### src/rtl/spreadsheet_cell_notation_converter_macros.svh
// assertion macros shared by the converter modules
`ifndef SPREADSHEET_CELL_NOTATION_CONVERTER_MACROS_SVH
`define SPREADSHEET_CELL_NOTATION_CONVERTER_MACROS_SVH

// same-cycle implication
`define SCC_ASSERT_NOW(label, clk, rst_n, ante, cons, msg) \
	label: assert property (@(posedge clk) disable iff (!rst_n) (ante) |-> (cons)) else $error(msg);

// next-cycle implication
`define SCC_ASSERT_NEXT(label, clk, rst_n, ante, cons, msg) \
	label: assert property (@(posedge clk) disable iff (!rst_n) (ante) |=> (cons)) else $error(msg);

`endif

### src/rtl/scc_pkg.sv
// types, constants and helpers for the cell notation converter
package scc_pkg;

	localparam int VALUE_BITS  = 20;
	localparam int BURST_MAX   = 16;
	localparam int BUF_DEPTH   = 32;
	localparam int BUF_AW      = 5;
	localparam int QUEUE_DEPTH = 2;
	localparam int QUEUE_AW    = 1;
	localparam int POS_W       = 5;
	localparam int PROD_W      = VALUE_BITS + 32;
	localparam int RECIP_SHIFT = 35;

	localparam logic [POS_W-1:0] POS_MAX = '1;

	localparam logic [7:0] CH_A = 8'h41;
	localparam logic [7:0] CH_Z = 8'h5A;
	localparam logic [7:0] CH_0 = 8'h30;
	localparam logic [7:0] CH_9 = 8'h39;
	localparam logic [7:0] CH_R = 8'h52;
	localparam logic [7:0] CH_C = 8'h43;

	localparam logic [VALUE_BITS-1:0] LETTER_R = VALUE_BITS'(18);
	localparam logic [4:0]            RADIX_10 = 5'd10;
	localparam logic [4:0]            RADIX_26 = 5'd26;

	// floor(x/10) = (x * RECIP_10) >> 35, floor(x/26) = (x * RECIP_26) >> 35, x < 2^32
	localparam logic [31:0] RECIP_10 = 32'hCCCC_CCCD;
	localparam logic [31:0] RECIP_26 = 32'h4EC4_EC4F;

	typedef struct packed {
		logic [7:0] in_char;
		logic       in_last;
	} in_req_t;

	typedef struct packed {
		logic [7:0] out_char;
		logic       out_last;
		logic       error;
	} out_req_t;

	typedef struct packed {
		logic                  bad;
		logic                  rc_form;
		logic [VALUE_BITS-1:0] row;
		logic [VALUE_BITS-1:0] col;
	} job_t;

	typedef struct packed {
		logic push;
		logic full;
	} q_ctl_t;

	typedef enum logic [2:0] {
		B_IDLE,
		B_SEG,
		B_MUL,
		B_DIG,
		B_RD,
		B_PUT,
		B_ERR
	} back_state_t;

	typedef enum logic [2:0] {
		SEG_DEC,
		SEG_LET,
		SEG_CHR_C,
		SEG_CHR_R,
		SEG_END
	} seg_kind_t;

endpackage

### src/rtl/scc_front.sv
// front end character classifier: letter and digit detection with their codes
module scc_front (
	input  logic [7:0] in_char,
	output logic       is_letter,
	output logic       is_digit,
	output logic [4:0] letter_code,
	output logic [4:0] digit_code
);
	import scc_pkg::*;

	assign is_letter   = (in_char >= CH_A) && (in_char <= CH_Z);
	assign is_digit    = (in_char >= CH_0) && (in_char <= CH_9);
	assign letter_code = 5'(in_char - CH_A) + 5'd1;
	assign digit_code  = 5'(in_char - CH_0);

endmodule

### src/rtl/scc_parse.sv
// front end: parses reference characters and hands finished tokens to the queue
module scc_parse (
	input  logic             clk,
	input  logic             arst_n,
	input  logic             in_valid,
	output logic             in_ready,
	input  scc_pkg::in_req_t in_req,
	input  logic             full,
	output scc_pkg::q_ctl_t  q_ctl,
	output scc_pkg::job_t    push_job
);
	import scc_pkg::*;

	logic [POS_W-1:0]      pos_q;
	logic                  srd_q, srd_n;
	logic                  seen_q, seen_n;
	logic                  digit_q, digit_n;
	logic                  bad_q, bad_n;
	logic [VALUE_BITS-1:0] letter_q, letter_n;
	logic [VALUE_BITS-1:0] first_q, first_n;
	logic [VALUE_BITS-1:0] second_q, second_n;

	logic                  is_letter;
	logic                  is_digit;
	logic [4:0]            letter_code;
	logic [4:0]            digit_code;
	logic [VALUE_BITS+4:0] acc_wide;
	logic [VALUE_BITS+4:0] acc_base;
	logic [4:0]            acc_radix;
	logic [4:0]            acc_add;
	logic                  acc_ovf;
	logic                  accept;
	logic                  rc_form;

	scc_front u_front (
		.in_char     (in_req.in_char),
		.is_letter   (is_letter),
		.is_digit    (is_digit),
		.letter_code (letter_code),
		.digit_code  (digit_code)
	);

	assign in_ready    = !full;
	assign accept      = in_valid && in_ready;

	// one shared accumulate step: acc * radix + code, with overflow check
	always_comb begin
		if (is_letter) begin
			acc_base  = (VALUE_BITS+5)'(letter_q);
			acc_radix = RADIX_26;
			acc_add   = letter_code;
		end else if (seen_q) begin
			acc_base  = (VALUE_BITS+5)'(second_q);
			acc_radix = RADIX_10;
			acc_add   = digit_code;
		end else begin
			acc_base  = (VALUE_BITS+5)'(first_q);
			acc_radix = RADIX_10;
			acc_add   = digit_code;
		end
		acc_wide = acc_base * (VALUE_BITS+5)'(acc_radix) + (VALUE_BITS+5)'(acc_add);
		acc_ovf  = |acc_wide[VALUE_BITS+4:VALUE_BITS];
	end

	always_comb begin
		srd_n    = srd_q;
		seen_n   = seen_q;
		digit_n  = digit_q;
		bad_n    = bad_q;
		letter_n = letter_q;
		first_n  = first_q;
		second_n = second_q;
		if (is_letter) begin
			if (srd_q && !seen_q && digit_q && (in_req.in_char == CH_C)) begin
				seen_n = 1'b1;
			end else if (digit_q) begin
				bad_n = 1'b1;
			end else if (acc_ovf) begin
				bad_n = 1'b1;
			end else begin
				letter_n = acc_wide[VALUE_BITS-1:0];
			end
		end else if (is_digit) begin
			if (!digit_q && (letter_q == '0)) begin
				bad_n = 1'b1;
			end
			if ((pos_q == POS_W'(1)) && !digit_q && (letter_q == LETTER_R)) begin
				srd_n = 1'b1;
			end
			digit_n = 1'b1;
			if (acc_ovf) begin
				bad_n = 1'b1;
			end else if (seen_q) begin
				second_n = acc_wide[VALUE_BITS-1:0];
			end else begin
				first_n = acc_wide[VALUE_BITS-1:0];
			end
		end else begin
			bad_n = 1'b1;
		end
	end

	assign rc_form        = srd_n && seen_n;
	assign push_job.rc_form = rc_form;
	assign push_job.row   = first_n;
	assign push_job.col   = rc_form ? second_n : letter_n;
	assign push_job.bad   = bad_n || (first_n == '0) || (rc_form && (second_n == '0));
	assign q_ctl.push     = accept && in_req.in_last;
	assign q_ctl.full     = full;

	always_ff @(posedge clk or negedge arst_n) begin
		if (!arst_n) begin
			pos_q    <= '0;
			srd_q    <= 1'b0;
			seen_q   <= 1'b0;
			digit_q  <= 1'b0;
			bad_q    <= 1'b0;
			letter_q <= '0;
			first_q  <= '0;
			second_q <= '0;
		end else if (accept) begin
			if (in_req.in_last) begin
				pos_q    <= '0;
				srd_q    <= 1'b0;
				seen_q   <= 1'b0;
				digit_q  <= 1'b0;
				bad_q    <= 1'b0;
				letter_q <= '0;
				first_q  <= '0;
				second_q <= '0;
			end else begin
				pos_q    <= (pos_q == POS_MAX) ? pos_q : pos_q + 1'b1;
				srd_q    <= srd_n;
				seen_q   <= seen_n;
				digit_q  <= digit_n;
				bad_q    <= bad_n;
				letter_q <= letter_n;
				first_q  <= first_n;
				second_q <= second_n;
			end
		end
	end

endmodule
### config.mk
export PLATFORM = sky130hd
export DESIGN_NAME = scc_parse
export DESIGN_NICKNAME = d
export VERILOG_FILES = /design/src/rtl/spreadsheet_cell_notation_converter_macros.svh /design/src/rtl/scc_pkg.sv /design/src/rtl/scc_front.sv /design/src/rtl/scc_parse.sv
export SDC_FILE = /design/constraint.sdc
export NUM_CORES = 1
export LEC_CHECK = 0
export ABC_AREA = 0
export BUFFER_PORTS_ARGS = -buffer_cell sky130_fd_sc_hd__buf_4
export CAP_MARGIN = 20
export CORE_MARGIN = 4
export CORE_UTILIZATION = 55
export DETAILED_ROUTE_END_ITERATION = 8
export PLACE_DENSITY_LB_ADDON = 0.08
export RECOVER_POWER = 25
export SKIP_LAST_GASP = 1
export SLEW_MARGIN = 15
export SYNTH_ARGS = -nofsm -noshare
export SYNTH_HDL_FRONTEND = slang
export SYNTH_SLANG_ARGS = --single-unit
### constraint.sdc
create_clock -name clk -period 21.4 [get_ports clk]
set_input_delay 3.21 -clock clk [delete_from_list [all_inputs] [get_ports clk]]
set_output_delay 3.21 -clock clk [all_outputs]
set_load 0.01 [all_outputs]
After elaboration in Yosys (flattened, before gate mapping). Cells that the tools add are included.

Add/subtract/negate cells: 5. $mul: 1. Div/mod/pow operators: 0. Order comparisons: 4. Eq/ne operators: 6. Shifts and indexed selects: 0. Multiplexer cells: 40. Bitwise logic cells: 0. Reduce and logical (&&, ||, !) cells: 24.

Operators with widths (count): $mux 20 (17); $logic_not 20->1 (3); $add 25x5->25 (1); $mul 25x5->25 (1); $mux 25 (1); $eq 20x5->1 const B (1); $mux 5 (4); $mux 1 (18); $logic_and 1x1->1 (12); $add 5x1->5 const B (2); $eq 8x7->1 const B (1); $ge 8x6->1 const B (1); $ge 8x7->1 const B (1); $le 8x6->1 const B (1); $le 8x7->1 const B (1); $eq 5x1->1 const B (1); $eq 5x5->1 const B (1); $reduce_or 5->1 (1); $sub 5x1->5 const B (1); $sub 5x5->5 const B (1); $ne 2x2->1 const B (2); $logic_not 1->1 (3); $reduce_and 3->1 (1); $logic_or 1x1->1 (2); 2 further kinds (2).

Bits in registers: 69. Latch bits: 0. Bits in writable memories: 0. ROM bits: 0. Input port bits: 13. Output and inout bits: 45. Word-level logic and storage cells: 88. Memories kept: 0.

Longest topological paths before layout.
Depth in word-level cells: 12. Gate-level depth with buffers: 23.

Modules after synthesis. Synthesis repeated with hierarchy kept, for this count alone.

Cells, all modules: 767. Area total of the unflattened synthesis: 6864.1 sq um.

By module, submodules not included: scc_parse (times used 1, cells an instance 749, area an instance 6744.0 sq um, seq. area each 1726.7 sq um); scc_front (times used 1, cells an instance 18, area an instance 120.1 sq um, seq. area each 0.0 sq um).

Worst setup path after synthesis. Ideal clock, no wire load.

Path type: input to output. From: input port in_req[6] in the netlist's numbering. To: output port push_job[41] in the netlist's numbering. Arrival: 8.394 ns. Slack: 9.796 ns. Cell stages on the path: 20. Cell sequence: or3b_2 clkbuf_1 nor3_1 clkbuf_1 and2_1 o21bai_1 ha_1 inv_1 fa_1 fa_1 inv_1 ha_1 a21o_1 a221oi_4 o21ai_0 xor2_1 or4_1 nor4_2 mux2i_1 o2111ai_1.

RTL lines: start: declaration (line scc_parse.sv:7) `input scc_pkg::in_req_t in_req,`; end: declaration (line scc_parse.sv:10) `output scc_pkg::job_t push_job`.

==> qor.txt <==
register bit count reported by yosys - 69
Avg Inst Size Synth - 8.92 µm²
Die Ht - 120 µm
final period demand of the worst path - 12850 ps
Post-layout nets - 913
# DRC - 0
status - complete, but fails checks
Initial Util - 56.8%
Peak VDD IR - 47.1 µV
Leak - 0.00393 µW
largest net degree at the start of global routing - 70
setup bufs post-CTS - 0
clock latency on the worst-skew pair - 330 ps
IO Pins - 58
CTS Buffer Depth - 2
Total Wirelength - 21300 µm
CTS tree - yes
Clock transition at path regs - 50 ps
grt total ovfl - 0
Routed Antenna Nets - 0
Reg-to-Reg Start - seen_q$_DFFE_PN0P_
Final setup viols - 0
unique cell type count in the Yosys netlist - 82
Area after DPL - 7390 µm²
unrepaired setup endpoints after global routing - false
dominant synthesized flop cell - dfrtp_1
CP max FO - 40
FF/Latch Area - 1730 µm²
Fill cells - 1067
max cap viols - 1
Final Max Tran Viols - 70
worst min-delay path category - reg2reg
CP Class - in2out
Post-Syn Area - 6880 µm²
post-route clock period utilization - 60.1%
drt wl/cell - 21.7 µm
worst setup path startpoint - in_req[6]
top-area cell type share of the netlist area - 25.1%
skew final - 6.53 ps
vias in the first global route - 6277
Die Width - 120 µm
layout cells sized above 1 - 19.3%
cts hold-fix bufs - 0
Port Buf Inserts - 57
Power Dens Cells - 43.1 nW/µm²
Data arrival, critical path - 9640 ps
CTS sink count - 69
dpl hpwl - 16100 µm
initial drt markers - 582
normalized max-slew margin - -156%
Final Wtd Congestion - 0.970
Reg2Reg Setup Slack - 15490 ps
GRT Overall Usage - 29.8%
slack of the critical path - 8550 ps
first drt pass iteration count - 6
CTS buffer count - 9
via count - 6192
top cells by area, synth - dfrtp_1 25%, ha_1 13%, fa_1 5.8%, inv_1 5.3%, a22o_1 5.0%
DR vias/cell - 6.31
initial antenna violation count - 0
number of flops mapped to enable cells by yosys - 0
required time worst endpoint - 18190 ps
min-delay src - bad_q$_DFFE_PN0P_
ys async rst share - 100%
setup TNS - 0 ps
n_diodes - 0
CTS HTree Levels - 3
FMAX - 77.8 MHz
CTS Root Cell - clkbuf_16
post-CTS sizing - 0
Area Overhead vs Synth - 11.7%
failing checks - max-capacitance violations, max-slew violations
Commonest cells post-synth - 97 x inv_1, 70 x ha_1, 69 x dfrtp_1
Layout Cell Area excl Fill - 7680 µm²
Worst setup SP type - input pin
most frequent cell after synthesis - inv_1
CORE AREA - 12100 µm²
Die Area - 14400 µm²
Synth Net Count - 874
crit end category - output port
Mapped Cells - 771
Row Count - 40
cell accounting for the most synthesized area - dfrtp_1
Multi-input gate area - 4590 µm²
yosys warns - 0
worst-margin pin slew - 3840 ps
DP Worst Slack - 8720 ps
register area share after synthesis - 25.1%
final hold vios - 0
first-pass GRT wire length - 33700 µm
-- power by group --
part           internal (µW)  switching (µW)  leakage (µW)
registers                134            4.44      0.000953
clock network           96.1            53.2      0.000143
logic                   16.2            27.3       0.00283
-- registers in the layout, indices dropped and copies added (netlist names) --
| register | flops |
|---|---|
| seen_q | 1 |
| second_q | 20 |
| first_q | 20 |
| srd_q | 1 |
| pos_q | 5 |
| letter_q | 20 |
| bad_q | 1 |
| digit_q | 1 |
-- path summary, 6_finish.rpt --
check                                            to  depth (start not counted)
min                               bad_q$_DFFE_PN0P_                          2
min in group asynchronous  second_q[12]$_DFFE_PN0P_                          1
min reg2reg                       bad_q$_DFFE_PN0P_                          2
max reg2reg                 second_q[1]$_DFFE_PN0P_                         19
max in group asynchronous  second_q[16]$_DFFE_PN0P_                          1
max                                     push_job[9]                         22
-- final cells by class --
cell class                      count  area share, %
Sequential cell                    69           22.5
Clock inverter                      1          0.391
Clock buffer                       14           3.44
Timing Repair Buffer               66           6.40
Tap cell                          168           2.74
Inverter                           97           4.74
Multi-Input combinational cell    567           59.8
-- per-layer routing --
layer / routed length (µm) / GRT usage [%] / vias to the layer above
li1: - / - / 2836
met1: 8990 / 39.7 / 2992
met2: 9920 / 48.4 / 301
met3: 1530 / 5.09 / 63
met4: 816 / 12.0 / 0
met5: 0 / 0 / -
-- placed cells by master, fill, tap and decap left out, types with 10 or more instances in the layout --
cell	Yosys	layout
inv_1	97	97
a22o_1	39	39
nor3_1	16	15
buf_4	3	65
ha_1	70	70
and2_1	23	23
a21oi_1	46	46
dfrtp_1	69	69
o21ai_0	22	22
xnor2_1	10	10
nor2_1	28	28
o22ai_1	20	20
nand2_1	54	54
mux2_4	10	10
or2_2	18	18
o21ai_2	20	20
nor4_1	19	19
fa_1	20	20
mux2i_1	22	21
-- worst max-delay path, stage by stage --
cell       delay (ps)
buf_4             110
or3b_2            540
nor3_2            230
buf_4             400
and2_1            280
o21bai_1          170
ha_1              300
inv_1             100
fa_1              410
fa_1              550
inv_1              40
ha_1              350
a21o_1            240
a221oi_4          430
a221o_1           250
a21oi_1           140
and4b_2           310
o2111ai_1         180
nand2_1           750
o22ai_1           180
a21oi_1           270
buf_4             170
-- per-stage QoR --
step	utilization [%]	hold WS (ps)	total power (µW)	std cells
finish	63.4	530	331	982
global route	63.4	564	344	982
CTS	63.5	532	333	982
detailed placement	61.0	525	183	967
global placement	61.0	502	182	967
floorplan	-	491	164	771
-- cell families after synthesis --
group,share of synthesized area [%]
AOI/OAI and AO/OA,21.5
muxes,6.86
DFF,25.1
buffers and inverters,8.24
and+or+nand+nor,17.7
xor gates and xnor gates,2.04
adders and majority gates,18.6
No activity file was read; power rests on OpenSTA's default activity.
