[src/rtl/spreadsheet_cell_notation_converter_macros.svh]
// assertion macros shared by the converter modules
`ifndef SPREADSHEET_CELL_NOTATION_CONVERTER_MACROS_SVH
`define SPREADSHEET_CELL_NOTATION_CONVERTER_MACROS_SVH

// same-cycle implication
`define SCC_ASSERT_NOW(label, clk, rst_n, ante, cons, msg) \
	label: assert property (@(posedge clk) disable iff (!rst_n) (ante) |-> (cons)) else $error(msg);

// next-cycle implication
`define SCC_ASSERT_NEXT(label, clk, rst_n, ante, cons, msg) \
	label: assert property (@(posedge clk) disable iff (!rst_n) (ante) |=> (cons)) else $error(msg);

`endif

[src/rtl/scc_pkg.sv]
// types, constants and helpers for the cell notation converter
package scc_pkg;

	localparam int VALUE_BITS  = 20;
	localparam int BURST_MAX   = 16;
	localparam int BUF_DEPTH   = 32;
	localparam int BUF_AW      = 5;
	localparam int QUEUE_DEPTH = 2;
	localparam int QUEUE_AW    = 1;
	localparam int POS_W       = 5;
	localparam int PROD_W      = VALUE_BITS + 32;
	localparam int RECIP_SHIFT = 35;

	localparam logic [POS_W-1:0] POS_MAX = '1;

	localparam logic [7:0] CH_A = 8'h41;
	localparam logic [7:0] CH_Z = 8'h5A;
	localparam logic [7:0] CH_0 = 8'h30;
	localparam logic [7:0] CH_9 = 8'h39;
	localparam logic [7:0] CH_R = 8'h52;
	localparam logic [7:0] CH_C = 8'h43;

	localparam logic [VALUE_BITS-1:0] LETTER_R = VALUE_BITS'(18);
	localparam logic [4:0]            RADIX_10 = 5'd10;
	localparam logic [4:0]            RADIX_26 = 5'd26;

	// floor(x/10) = (x * RECIP_10) >> 35, floor(x/26) = (x * RECIP_26) >> 35, x < 2^32
	localparam logic [31:0] RECIP_10 = 32'hCCCC_CCCD;
	localparam logic [31:0] RECIP_26 = 32'h4EC4_EC4F;

	typedef struct packed {
		logic [7:0] in_char;
		logic       in_last;
	} in_req_t;

	typedef struct packed {
		logic [7:0] out_char;
		logic       out_last;
		logic       error;
	} out_req_t;

	typedef struct packed {
		logic                  bad;
		logic                  rc_form;
		logic [VALUE_BITS-1:0] row;
		logic [VALUE_BITS-1:0] col;
	} job_t;

	typedef struct packed {
		logic push;
		logic full;
	} q_ctl_t;

	typedef enum logic [2:0] {
		B_IDLE,
		B_SEG,
		B_MUL,
		B_DIG,
		B_RD,
		B_PUT,
		B_ERR
	} back_state_t;

	typedef enum logic [2:0] {
		SEG_DEC,
		SEG_LET,
		SEG_CHR_C,
		SEG_CHR_R,
		SEG_END
	} seg_kind_t;

endpackage

[src/rtl/scc_queue.sv]
// two-entry token queue between front and back end
`include "spreadsheet_cell_notation_converter_macros.svh"

module scc_queue (
	input  logic            clk,
	input  logic            arst_n,
	input  scc_pkg::q_ctl_t q_ctl,
	input  scc_pkg::job_t   push_job,
	input  logic            pop,
	output logic            q_valid,
	output scc_pkg::job_t   q_job,
	output logic            full
);
	import scc_pkg::*;

	job_t                entry_q [QUEUE_DEPTH];
	logic [QUEUE_AW-1:0] wr_ptr_q;
	logic [QUEUE_AW-1:0] rd_ptr_q;
	logic [QUEUE_AW:0]   count_q;
	logic                do_push;
	logic                do_pop;

	assign q_valid = (count_q != '0);
	assign full    = (count_q == (QUEUE_AW+1)'(QUEUE_DEPTH));
	assign q_job   = entry_q[rd_ptr_q];
	assign do_push = q_ctl.push && !full;
	assign do_pop  = pop && q_valid;

	always_ff @(posedge clk or negedge arst_n) begin
		if (!arst_n) begin
			wr_ptr_q <= '0;
			rd_ptr_q <= '0;
			count_q  <= '0;
		end else begin
			if (do_push) begin
				wr_ptr_q <= wr_ptr_q + 1'b1;
			end
			if (do_pop) begin
				rd_ptr_q <= rd_ptr_q + 1'b1;
			end
			unique case ({do_push, do_pop})
				2'b10:   count_q <= count_q + 1'b1;
				2'b01:   count_q <= count_q - 1'b1;
				default: count_q <= count_q;
			endcase
		end
	end

	always_ff @(posedge clk) begin
		if (do_push) begin
			entry_q[wr_ptr_q] <= push_job;
		end
	end

	`SCC_ASSERT_NOW(a_count_bound, clk, arst_n, 1'b1, count_q <= (QUEUE_AW+1)'(QUEUE_DEPTH), "queue count above depth")
	`SCC_ASSERT_NOW(a_no_push_full, clk, arst_n, q_ctl.push, !q_ctl.full && !full, "token pushed into full queue")

endmodule

[config.mk]
export PLATFORM = sky130hd
export DESIGN_NAME = scc_queue
export DESIGN_NICKNAME = d
export VERILOG_FILES = /design/src/rtl/scc_pkg.sv /design/src/rtl/scc_queue.sv
export VERILOG_INCLUDE_DIRS = /design/src /design/src/rtl
export SDC_FILE = /design/constraint.sdc
export NUM_CORES = 1
export LEC_CHECK = 0
export BUFFER_PORTS_ARGS = -buffer_cell sky130_fd_sc_hd__clkbuf_2
export CAP_MARGIN = 10
export CORE_MARGIN = 10
export CORE_UTILIZATION = 45
export CTS_CLUSTER_DIAMETER = 200
export DETAILED_ROUTE_END_ITERATION = 12
export PLACE_DENSITY = 0.69
export SYNTH_ARGS = -nofsm -noshare
export SYNTH_HDL_FRONTEND = slang
export SYNTH_SLANG_ARGS = --single-unit
[constraint.sdc]
create_clock -name clk -period 3.7 [get_ports clk]
set_input_delay 0.925 -clock clk [delete_from_list [all_inputs] [get_ports clk]]
set_output_delay 0.925 -clock clk [all_outputs]
set_load 0.01 [all_outputs]
# --- Word level (Yosys, flattened, before mapping) ---
# Memory sizes are Yosys's and may differ from the RTL's.
# Index checks and enable logic that the tools add are counted.
op_classes:
  add_sub_neg: 4
  eq_ne: 3
  mux: 3
  n_reduce_logical: 5
op_table:
  columns: ["operator", "count"]
  rows:
  - ["== test 2 bit, second input constant", 2]
  - ["one-hot mux 2 bit (2 select lines)", 1]
  - ["nonzero test 2 bit", 2]
  - ["adder 1 bit, second input constant", 2]
  - ["adder 2 x 1 -> 2 bit, second input constant", 1]
  - ["== test 2 x 1 -> 1 bit, second input constant", 1]
  - ["logical AND 1 bit", 2]
  - ["two-way mux 1 bit", 2]
  - ["subtractor 2 x 1 -> 2 bit, second input constant", 1]
  - ["zero test 1 bit", 1]
word_totals:
  register_bits: 4
  ramBits: 84
  inputBits: 47
  output_inout_bits: 44
  wordCells: 19
  mem_count: 1
mem_list:
  columns: ["memory", "depth", "word_bits", "rd", "rd_clocked_by_memory_dff", "wr", "line", "source"]
  rows:
  - ["entry_q", 2, 42, 1, 0, 1, "scc_queue.sv:16", "job_t entry_q [QUEUE_DEPTH];"]

# --- Depth between registers and ports, before layout ---
# Gate-level depths: netlist (run 1).
logic_depth:
  depth_word: 5
  ltp_mapped: 6
  depth_no_buf: 6

# --- Worst setup path before layout (run 1) ---
# OpenSTA, ideal clock, no wires.
synth_timing:
  path_kind: "input -> register"
  start: "input q_ctl[1] (netlist name)"
  end: "memory entry_q[0][0] (netlist name), enable pin"
  setup_time_ns: 0.441
  t_arrival_ns: 2.786
  required_time_ns: 3.259
  setup_slack_ns: 0.473
  path_stages: 2
  path_buffers: 0
  cell_sequence: "nand2_1 -> nor2_1"
synth_between:
  elab_chain_len: 3
synth_lines:
  columns: ["element", "line", "source"]
  rows:
  - ["from (decl)", "scc_queue.sv:7", "input scc_pkg::q_ctl_t q_ctl,"]
  - ["logical AND 1 bit", "scc_queue.sv:26", "assign do_push = q_ctl.push && !full;"]
  - ["two-way mux 1 bit", "scc_queue.sv:50", "if (do_push) begin"]
  - ["two-way mux 1 bit (implied by the code)", "scc_queue.sv:51", "entry_q[wr_ptr_q] <= push_job;"]
  - ["to (decl)", "scc_queue.sv:16", null]
# No other way between the ends.

==> results of run 1 <==
[cell families (layout without fill, tap and decap cells)]
family,count (synthesis),count (layout),share of synthesized area (%)
buf+inv,6,109,1.84
simple gates,7,7,1.19
flops,88,88,80.5
xor+xnor,5,5,1.34
fa+ha+maj,1,1,0.384
mux,42,42,14.7
[worst min path at each step]
stage                           start                endpoint  slack, ns
2_1_floorplan  count_q[1]$_DFFE_PN0P_  count_q[1]$_DFFE_PN0P_       0.46
3_5_place_dp   count_q[1]$_DFFE_PN0P_  count_q[1]$_DFFE_PN0P_       0.50
5_1_grt                        arst_n  count_q[0]$_DFFE_PN0P_       0.36
3_3_place_gp   count_q[1]$_DFFE_PN0P_  count_q[1]$_DFFE_PN0P_       0.48
4_1_cts                        arst_n  count_q[0]$_DFFE_PN0P_       0.36
6_report                       arst_n  count_q[0]$_DFFE_PN0P_       0.37
[per-layer routing]
metal	track usage (%)	wire length (um)	vias up
li1	-	-	779
met1	12.2	2430	792
met2	17.1	2820	72
met3	5.41	584	7
met4	5.00	71	0
met5	0	0	-
[area by class of cell]
class | instances | area share (%)
clock buffer | 9 | 3.11
clock inverter | 7 | 1.22
inverter | 1 | 0.0942
multi-input combinational | 55 | 14.7
sequential | 88 | 65.8
tap | 96 | 3.01
timing repair buffer | 92 | 12.1
[critical path, delay by kind of cell, from the launching register on]
kind	cells	cell delay, ns
multiplexers	1	0.38
flip-flops	1	0.50
buffers and inverters	2	0.48
[state kept, by name (all words and copies together), names as in the netlist]
signal and count:
count_q 2, wr_ptr_q 1, rd_ptr_q 1, entry_q 84
[power by group through the flow]
stage | clock, mW | combinational, mW | sequential, mW
detailed placement | 0 | 0.990 | 1.47
finish | 0.568 | 0.960 | 1.44
global route | 0.628 | 1.06 | 1.47
floorplan | 0 | 0.670 | 1.44
global placement | 0 | 0.983 | 1.46
CTS | 0.590 | 0.993 | 1.45
[cell usage after synthesis]
cell type | instances | share of area, %
edfxtp_1 | 84 | 77
mux2_2 | 39 | 13
buf_6 | 5 | 1.7
dfrtp_1 | 4 | 3.1
xnor2_1 | 3 | 0.81
mux2_4 | 2 | 0.92
nor2_1 | 2 | 0.23
xor2_1 | 2 | 0.54
and2_4 | 1 | 0.27
and3_1 | 1 | 0.19
ha_1 | 1 | 0.38
inv_1 | 1 | 0.12
mux2_1 | 1 | 0.35
nand2_1 | 1 | 0.12
nand2b_1 | 1 | 0.19
or2_1 | 1 | 0.19
[per-stage QoR]
| stage | hold slack (ns) | power, mW |
|---|---|---|
| final | 0.371 | 2.97 |
| after global routing | 0.363 | 3.16 |
| after CTS | 0.355 | 3.03 |
| after detailed placement | 0.497 | 2.46 |
| after global placement | 0.477 | 2.44 |
| after floorplan | 0.456 | 2.11 |
==> impl_metrics.py, run 1 <==
metrics = {
    "status": {
        "outcome": "finished, final reports clean",
    },
    "cts": {
        "cts.sinks": 88,
        "clk_path_buf_depth": 2,
        "cts_setup_buffers": 0,
        "cts_tree": "done",
        "cts_made_buffers": 9,
        "htree_levels": 3,
        "cts_resized": 0,
        "hold_buffers": 0,
        "cts.clk_slew.worst_paths_ns": 0.08,
        "root_buffer": "clkbuf_8",
        "worstSkewPairLatency_ns": 0.35,
    },
    "drt": {
        "drcViolationCount": 0,
        "post_drt_via_cell_ratio": 4.74,
        "drt-initial-drc-count": 44,
        "num_vias": 1650,
        "drtAntennaViolNets": 0,
        "drt_first_pass_iters": 4,
        "wl_per_cell_um": 17.0,
        "wl_um": 5900,
    },
    "placed_design": {
        "portBuffers": 89,
        "dpl.hpwl_um": 4180,
        "dp_slack_ns": 1.38,
        "dp.cells": 332,
        "gp_congestion": 0.681,
        "dpl_cell_area_um2": 3810,
    },
    "cells_and_area": {
        "fin_area_um2": 3990,
        "antennaDiodeCount": 0,
        "fillers": 606,
        "mostFrequentLayoutCell": "clkbuf_2",
        "layout.nets": 295,
        "synthToLayoutAreaGrowth_pct": 22.3,
        "final_util_pct": 57.7,
        "multi_input_comb_area_um2": 584,
        "layout_common_cells": "clkbuf_2 (89), edfxtp_1 (84), mux2_2 (39)",
        "post_route_cells_drive_above_1_share_pct": 60.7,
        "regArea_um2": 2620,
        "instances_no_fill": 348,
    },
    "pwr": {
        "p_switching_mw": 0.916,
        "power_density_nw_per_um2": 746,
        "leakagePower_nw": 1.52,
        "power_frac_seq_pct": 48.6,
        "irDropWorstVdd_mv": 0.453,
        "p_comb_share_pct": 32.3,
        "p_int_mw": 2.06,
        "switching_share_pct": 30.8,
        "p_clk_share_pct": 19.1,
    },
    "floorplanning": {
        "rows": 30,
        "fp.dieH_um": 105,
        "io-pin-count": 91,
        "dieArea_um2": 11000,
        "die_w_um": 105,
        "start_util_pct": 47.2,
        "coreArea_um2": 6910,
    },
    "worst_setup_path": {
        "critPathLaunch": "rd_ptr_q$_DFFE_PN0P_",
        "path_max_fanout": 21,
        "worstPathCellList": "buf_4 -> mux2_2 -> clkbuf_2",
        "rrSetupSlack_ns": 1.84,
        "cp-start-kind": "flop",
        "worst_ep_arrival_time_ns": 1.72,
        "cp.required_ns": 2.77,
        "r2r_start": "count_q[0]$_DFFE_PN0P_",
        "r2r-end": "entry_q[1][24]$_DFFE_PP_",
        "max_stage_delay_ns": 0.50,
        "end_kind": "output port",
        "r2r.worst_path.cells": 2,
        "crit_path_top_delay_cell": "dfrtp_2",
        "cp-endpoint": "q_job[23]",
        "path_class": "reg -> out",
    },
    "yosys": {
        "synth.avg_cell_area_um2": 21.9,
        "ys_seq_area_share_pct": 80.5,
        "synth_seq_cells": 88,
        "syn_inst": 149,
        "syn_nets": 197,
        "syn_area_um2": 3260,
        "ys_types": 16,
        "yosys_warnings": 0,
    },
    "global_route": {
        "grt_max_degree": 43,
        "grt_usage_pct": 10.9,
        "grt_pass1_wl_um": 9370,
        "grt_overflow": 0,
        "first_global_vias": 1855,
        "antenna_found_initial": 0,
    },
    "sta": {
        "fin_crit_sh_pct": 71.4,
        "setup_ws_ns": 1.06,
        "fmax_ghz": 0.378,
        "slew_viol_final": 0,
        "relSlewSlack_pct": 32.1,
        "fin_worst_skew_ns": 0.00929,
        "finalSetupViolations": 0,
        "worst_pin_slew_ns": 1.02,
        "fin_tns_setup_ns": 0,
        "period_minus_slack_ns": 2.64,
        "finalHoldViolations": 0,
        "grt_setup_unrepaired": "false",
    },
    "job": {
        "drv_cap": 0,
    },
    "min_path": {
        "worstHoldPathType": "in -> async",
    },
}
Power figures use the tool's default switching activity.
==> run 2, diff against run 1 <==
Settings changed: PLACE_DENSITY 0.69 to 0.72.
Clock period 3.7 ns to 2.24 ns, I/O delays scaled along.
==> run 2 against run 1 <==
Against the previous run: die area unchanged; flip-flop and latch count unchanged; clock power up 85%; first-iteration DRC count down 16%; highest routed layer unchanged.
==> impl_metrics.py, run 2 (synthesis gave the netlist of run 1 again) <==
metrics = {
    "status": {
        "outcome": "finished, final reports clean",
    },
    "worst_setup_path": {
        "path_class": "reg -> out",
        "rrSetupSlack_ns": 0.71,
        "cp-start-kind": "flop",
        "end_kind": "output port",
        "path_max_fanout": 22,
        "r2r_start": "count_q[0]$_DFFE_PN0P_",
        "cp.required_ns": 1.68,
        "critPathLaunch": "rd_ptr_q$_DFFE_PN0P_",
        "worst_ep_arrival_time_ns": 1.52,
    },
    "cts": {
        "cts_setup_buffers": 0,
        "htree_levels": 3,
        "worstSkewPairLatency_ns": 0.34,
        "cts.clk_slew.worst_paths_ns": 0.09,
        "cts.sinks": 88,
        "root_buffer": "clkbuf_8",
        "clk_path_buf_depth": 2,
        "cts_tree": "done",
        "cts_made_buffers": 9,
    },
    "global_route": {
        "grt_max_degree": 27,
        "antenna_found_initial": 0,
        "first_global_vias": 1849,
        "grt_usage_pct": 10.7,
        "grt_pass1_wl_um": 9250,
        "grt_overflow": 0,
    },
    "cells_and_area": {
        "post_route_cells_drive_above_1_share_pct": 60.2,
        "top_regs": "entry_q: 84 flops, count_q: 2 flops",
        "instances_no_fill": 352,
        "antennaDiodeCount": 0,
        "fillers": 581,
        "fin_area_um2": 4050,
        "layout.nets": 299,
        "largest_reg_flops": 84,
        "regArea_um2": 2620,
        "final_util_pct": 58.7,
        "synthToLayoutAreaGrowth_pct": 24.4,
        "mostFrequentLayoutCell": "clkbuf_2",
        "regMostFlops": "entry_q",
        "multi_input_comb_area_um2": 584,
        "layout_common_cells": "clkbuf_2 (89), edfxtp_1 (84), mux2_2 (39)",
    },
    "floorplanning": {
        "die_w_um": 105,
        "rows": 30,
        "fp.dieH_um": 105,
        "start_util_pct": 47.2,
        "coreArea_um2": 6910,
        "dieArea_um2": 11000,
        "io-pin-count": 91,
    },
    "pwr": {
        "power_density_nw_per_um2": 1250,
        "leakagePower_nw": 1.56,
        "irDropWorstVdd_mv": 0.658,
        "power_mw": 5.06,
    },
    "sta": {
        "finalHoldViolations": 0,
        "grt_setup_unrepaired": "false",
        "setup_ws_ns": 0.161,
        "fin_crit_sh_pct": 92.8,
        "worst_pin_slew_ns": 0.380,
        "period_minus_slack_ns": 2.08,
        "fin_worst_skew_ns": 0.00956,
        "slew_viol_final": 0,
        "hold_ws_ns": 0.403,
        "fin_tns_setup_ns": 0,
        "fmax_ghz": 0.481,
        "relSlewSlack_pct": 74.7,
        "finalSetupViolations": 0,
    },
    "placed_design": {
        "dpl_cell_area_um2": 3850,
        "dp.cells": 335,
        "gp_congestion": 0.676,
        "dp_slack_ns": 0.509,
        "dpl.hpwl_um": 4230,
        "portBuffers": 89,
    },
    "job": {
        "drv_cap": 0,
    },
    "drt": {
        "wl_per_cell_um": 16.8,
        "drcViolationCount": 0,
        "num_vias": 1644,
        "drt_first_pass_iters": 3,
        "drt-initial-drc-count": 37,
        "wl_um": 5910,
        "post_drt_via_cell_ratio": 4.67,
        "drtAntennaViolNets": 0,
    },
    "min_path": {
        "worstHoldPathType": "in -> reg",
        "hp-start": "push_job[13]",
    },
}
## run 2: cell count changes in the layout (fill, tap and decap cells not counted)
cell           delta
buf_12            +1
clkinv_2          -2
inv_6             +1
dlygate4sd3_1     +1
bufinv_16         +1
clkinv_1          +2
clkinv_4          +1
clkinvlp_4        -3
buf_4             +2
## run 2: critical path: stages (launching register included)
cell	delay (ns)
dfrtp_2	0.36
buf_4	0.30
mux2_2	0.38
clkbuf_2	0.14
## run 2: worst paths after layout
kind / endpoint / cells after the start
min reg2reg: count_q[1]$_DFFE_PN0P_ / 1
min in group asynchronous: count_q[0]$_DFFE_PN0P_ / 2
max in group asynchronous: rd_ptr_q$_DFFE_PN0P_ / 2
max: q_job[23] / 3
min: entry_q[0][13]$_DFFE_PP_ / 1
max reg2reg: entry_q[0][1]$_DFFE_PP_ / 4
## run 2: what timing repair did
action	CTS	global route
hold endpoints to repair	4	0
setup endpoints to repair	0	0
resized for setup	0	0
hold buffers	1	0
## run 2: report_power, final
| group | total, mW | switching [mW] | leakage (nW) | internal (mW) |
|---|---|---|---|---|
| sequential | 2.35 | 0.100 | 0.826 | 2.25 |
| combinational | 1.66 | 0.880 | 0.637 | 0.780 |
| clock | 1.05 | 0.532 | 0.0949 | 0.515 |
| total | 5.06 | 1.51 | 1.56 | 3.55 |
## run 2: per-layer routing
| layer | track usage, % | wire length [um] |
|---|---|---|
| met1 | 11.7 | 2400 |
| met3 | 4.98 | 490 |
| met2 | 17.3 | 2990 |
| met4 | 5.29 | 30 |
| met5 | 0 | 0 |
## run 2: layout make-up
type | instances | area share, %
Sequential cell | 88 | 64.7
Timing Repair Buffer | 96 | 13.0
Tap cell | 96 | 2.96
Inverter | 1 | 0.0926
Multi-Input combinational cell | 55 | 14.4
Clock inverter | 7 | 1.76
Clock buffer | 9 | 3.06
==> run 3, diff against run 2 <==
Settings changed: PLACE_DENSITY 0.72 to 0.69.
Clock period 2.24 ns to 2.4 ns, I/O delays scaled along.
==> run 3 against run 2 <==
Against the previous run: non-clock buffer count fell by 1; worst setup slack improved by 0.087 ns; final cell count fell by 0.28%; via count rose by 1.3%; die area did not move; global-route usage barely moved; final area fell by 0.93%; clock power fell by 6%; routed wire length fell by 2.1%; hold slack got worse by 0.35 ns; combinational power fell by 9%; first-iteration DRC count rose by 8.1%.
==> impl_metrics.py, run 3 (synthesis gave the netlist of run 1 again) <==
metrics = {
    "cells_and_area": {
        "top_regs": "entry_q: 84 flops, count_q: 2 flops",
        "layout.nets": 298,
        "regMostFlops": "entry_q",
        "largest_reg_flops": 84,
        "mostFrequentLayoutCell": "clkbuf_2",
        "antennaDiodeCount": 0,
        "post_route_cells_drive_above_1_share_pct": 60.8,
        "instances_no_fill": 351,
        "synthToLayoutAreaGrowth_pct": 23.2,
        "fillers": 600,
        "layout_common_cells": "clkbuf_2 (89), edfxtp_1 (84), mux2_2 (39)",
    },
    "worst_setup_path": {
        "critPathLaunch": "rd_ptr_q$_DFFE_PN0P_",
        "r2r_start": "count_q[0]$_DFFE_PN0P_",
        "end_kind": "output port",
        "cp.required_ns": 1.80,
        "rrSetupSlack_ns": 0.85,
        "cp-endpoint": "q_job[32]",
        "cp-start-kind": "flop",
        "path_class": "reg -> out",
        "r2r.worst_path.cells": 4,
        "worst_ep_arrival_time_ns": 1.55,
        "path_max_fanout": 25,
        "r2r-end": "entry_q[0][1]$_DFFE_PP_",
    },
    "cts": {
        "hold_buffers": 0,
        "cts_setup_buffers": 0,
        "cts_tree": "done",
        "root_buffer": "clkbuf_8",
        "clk_path_buf_depth": 2,
        "cts_resized": 0,
        "htree_levels": 3,
        "worstSkewPairLatency_ns": 0.34,
        "cts.clk_slew.worst_paths_ns": 0.08,
        "cts.sinks": 88,
        "cts_made_buffers": 9,
    },
    "drt": {
        "num_vias": 1666,
        "drcViolationCount": 0,
        "drt_first_pass_iters": 4,
        "drtAntennaViolNets": 0,
        "drt-initial-drc-count": 40,
        "post_drt_via_cell_ratio": 4.75,
        "wl_um": 5790,
        "wl_per_cell_um": 16.5,
    },
    "floorplanning": {
        "rows": 30,
        "die_w_um": 105,
        "start_util_pct": 47.2,
        "fp.dieH_um": 105,
        "dieArea_um2": 11000,
        "coreArea_um2": 6910,
        "io-pin-count": 91,
    },
    "sta": {
        "fin_worst_skew_ns": 0.0102,
        "fmax_ghz": 0.465,
        "grt_setup_unrepaired": "false",
        "setup_ws_ns": 0.248,
        "finalHoldViolations": 0,
        "relSlewSlack_pct": 72.0,
        "fin_tns_setup_ns": 0,
        "finalSetupViolations": 0,
        "worst_pin_slew_ns": 0.420,
        "fin_crit_sh_pct": 89.7,
        "hold_ws_ns": 0.0482,
        "period_minus_slack_ns": 2.15,
        "slew_viol_final": 0,
    },
    "pwr": {
        "power_mw": 4.69,
        "power_density_nw_per_um2": 1170,
        "leakagePower_nw": 1.55,
        "irDropWorstVdd_mv": 0.595,
    },
    "global_route": {
        "grt_overflow": 0,
        "antenna_found_initial": 0,
        "grt_pass1_wl_um": 9360,
        "grt_usage_pct": 10.8,
        "grt_max_degree": 31,
        "first_global_vias": 1847,
    },
    "job": {
        "drv_cap": 0,
    },
    "status": {
        "outcome": "finished, final reports clean",
    },
    "placed_design": {
        "dp.cells": 335,
        "portBuffers": 89,
        "gp_congestion": 0.670,
        "dp_slack_ns": 0.588,
    },
    "min_path": {
        "worstHoldPathType": "in -> async",
    },
}
-- run 3: cell count changes in the layout (fill, tap and decap cells not counted), sizes merged --
cell         delta
dlygate4sd3     -1
inv             +1
clkinv          -1
-- run 3: worst max-delay path: stages (launching register included) --
cell and delay (ns):
dfrtp_2 0.36, buf_4 0.32, mux2_2 0.39, clkbuf_2 0.13
-- run 3: area by class of cell --
cell class | count | area (um2) | area share [%]
Inverter | 1 | 3.75 | 0.0935
Clock buffer | 9 | 124 | 3.09
Tap cell | 96 | 120 | 2.99
Multi-Input combinational cell | 55 | 584 | 14.6
Sequential cell | 88 | 2620 | 65.3
Clock inverter | 7 | 68.8 | 1.71
Timing Repair Buffer | 95 | 490 | 12.2
-- run 3: power breakdown --
group,internal [mW],switching (mW),leakage (nW),total [mW]
sequential,2.10,0.0917,0.826,2.19
clock,0.481,0.501,0.0974,0.982
combinational,0.699,0.811,0.626,1.51
total,3.28,1.40,1.55,4.69
-- run 3: how the worst min path moves through the flow --
| stage | from | endpoint | slack (ns) | depth (start not counted) |
|---|---|---|---|---|
| after global placement | arst_n | wr_ptr_q$_DFFE_PN0N_ | 0.42 | 1 |
| after CTS | arst_n | wr_ptr_q$_DFFE_PN0N_ | 0.03 | 1 |
| after global routing | arst_n | wr_ptr_q$_DFFE_PN0N_ | 0.03 | 1 |
| final | arst_n | wr_ptr_q$_DFFE_PN0N_ | 0.05 | 1 |
| after detailed placement | arst_n | wr_ptr_q$_DFFE_PN0N_ | 0.42 | 1 |
| after floorplan | arst_n | count_q[0]$_DFFE_PN0P_ | 0.30 | 0 |
-- run 3: stage by stage --
stage	utilization (%)	area, um2
after floorplan	-	3260
after global placement	55.3	3820
after detailed placement	55.3	3820
after CTS	58.1	4020
after global routing	58.1	4020
final	58.1	4020
-- run 3: per-layer routing --
layer / up-vias / wire length, um / global-route usage [%]
met5: - / 0 / 0
met4: 0 / 80 / 4.80
met3: 7 / 636 / 5.84
met2: 74 / 2700 / 16.4
met1: 800 / 2380 / 12.2
li1: 785 / - / -
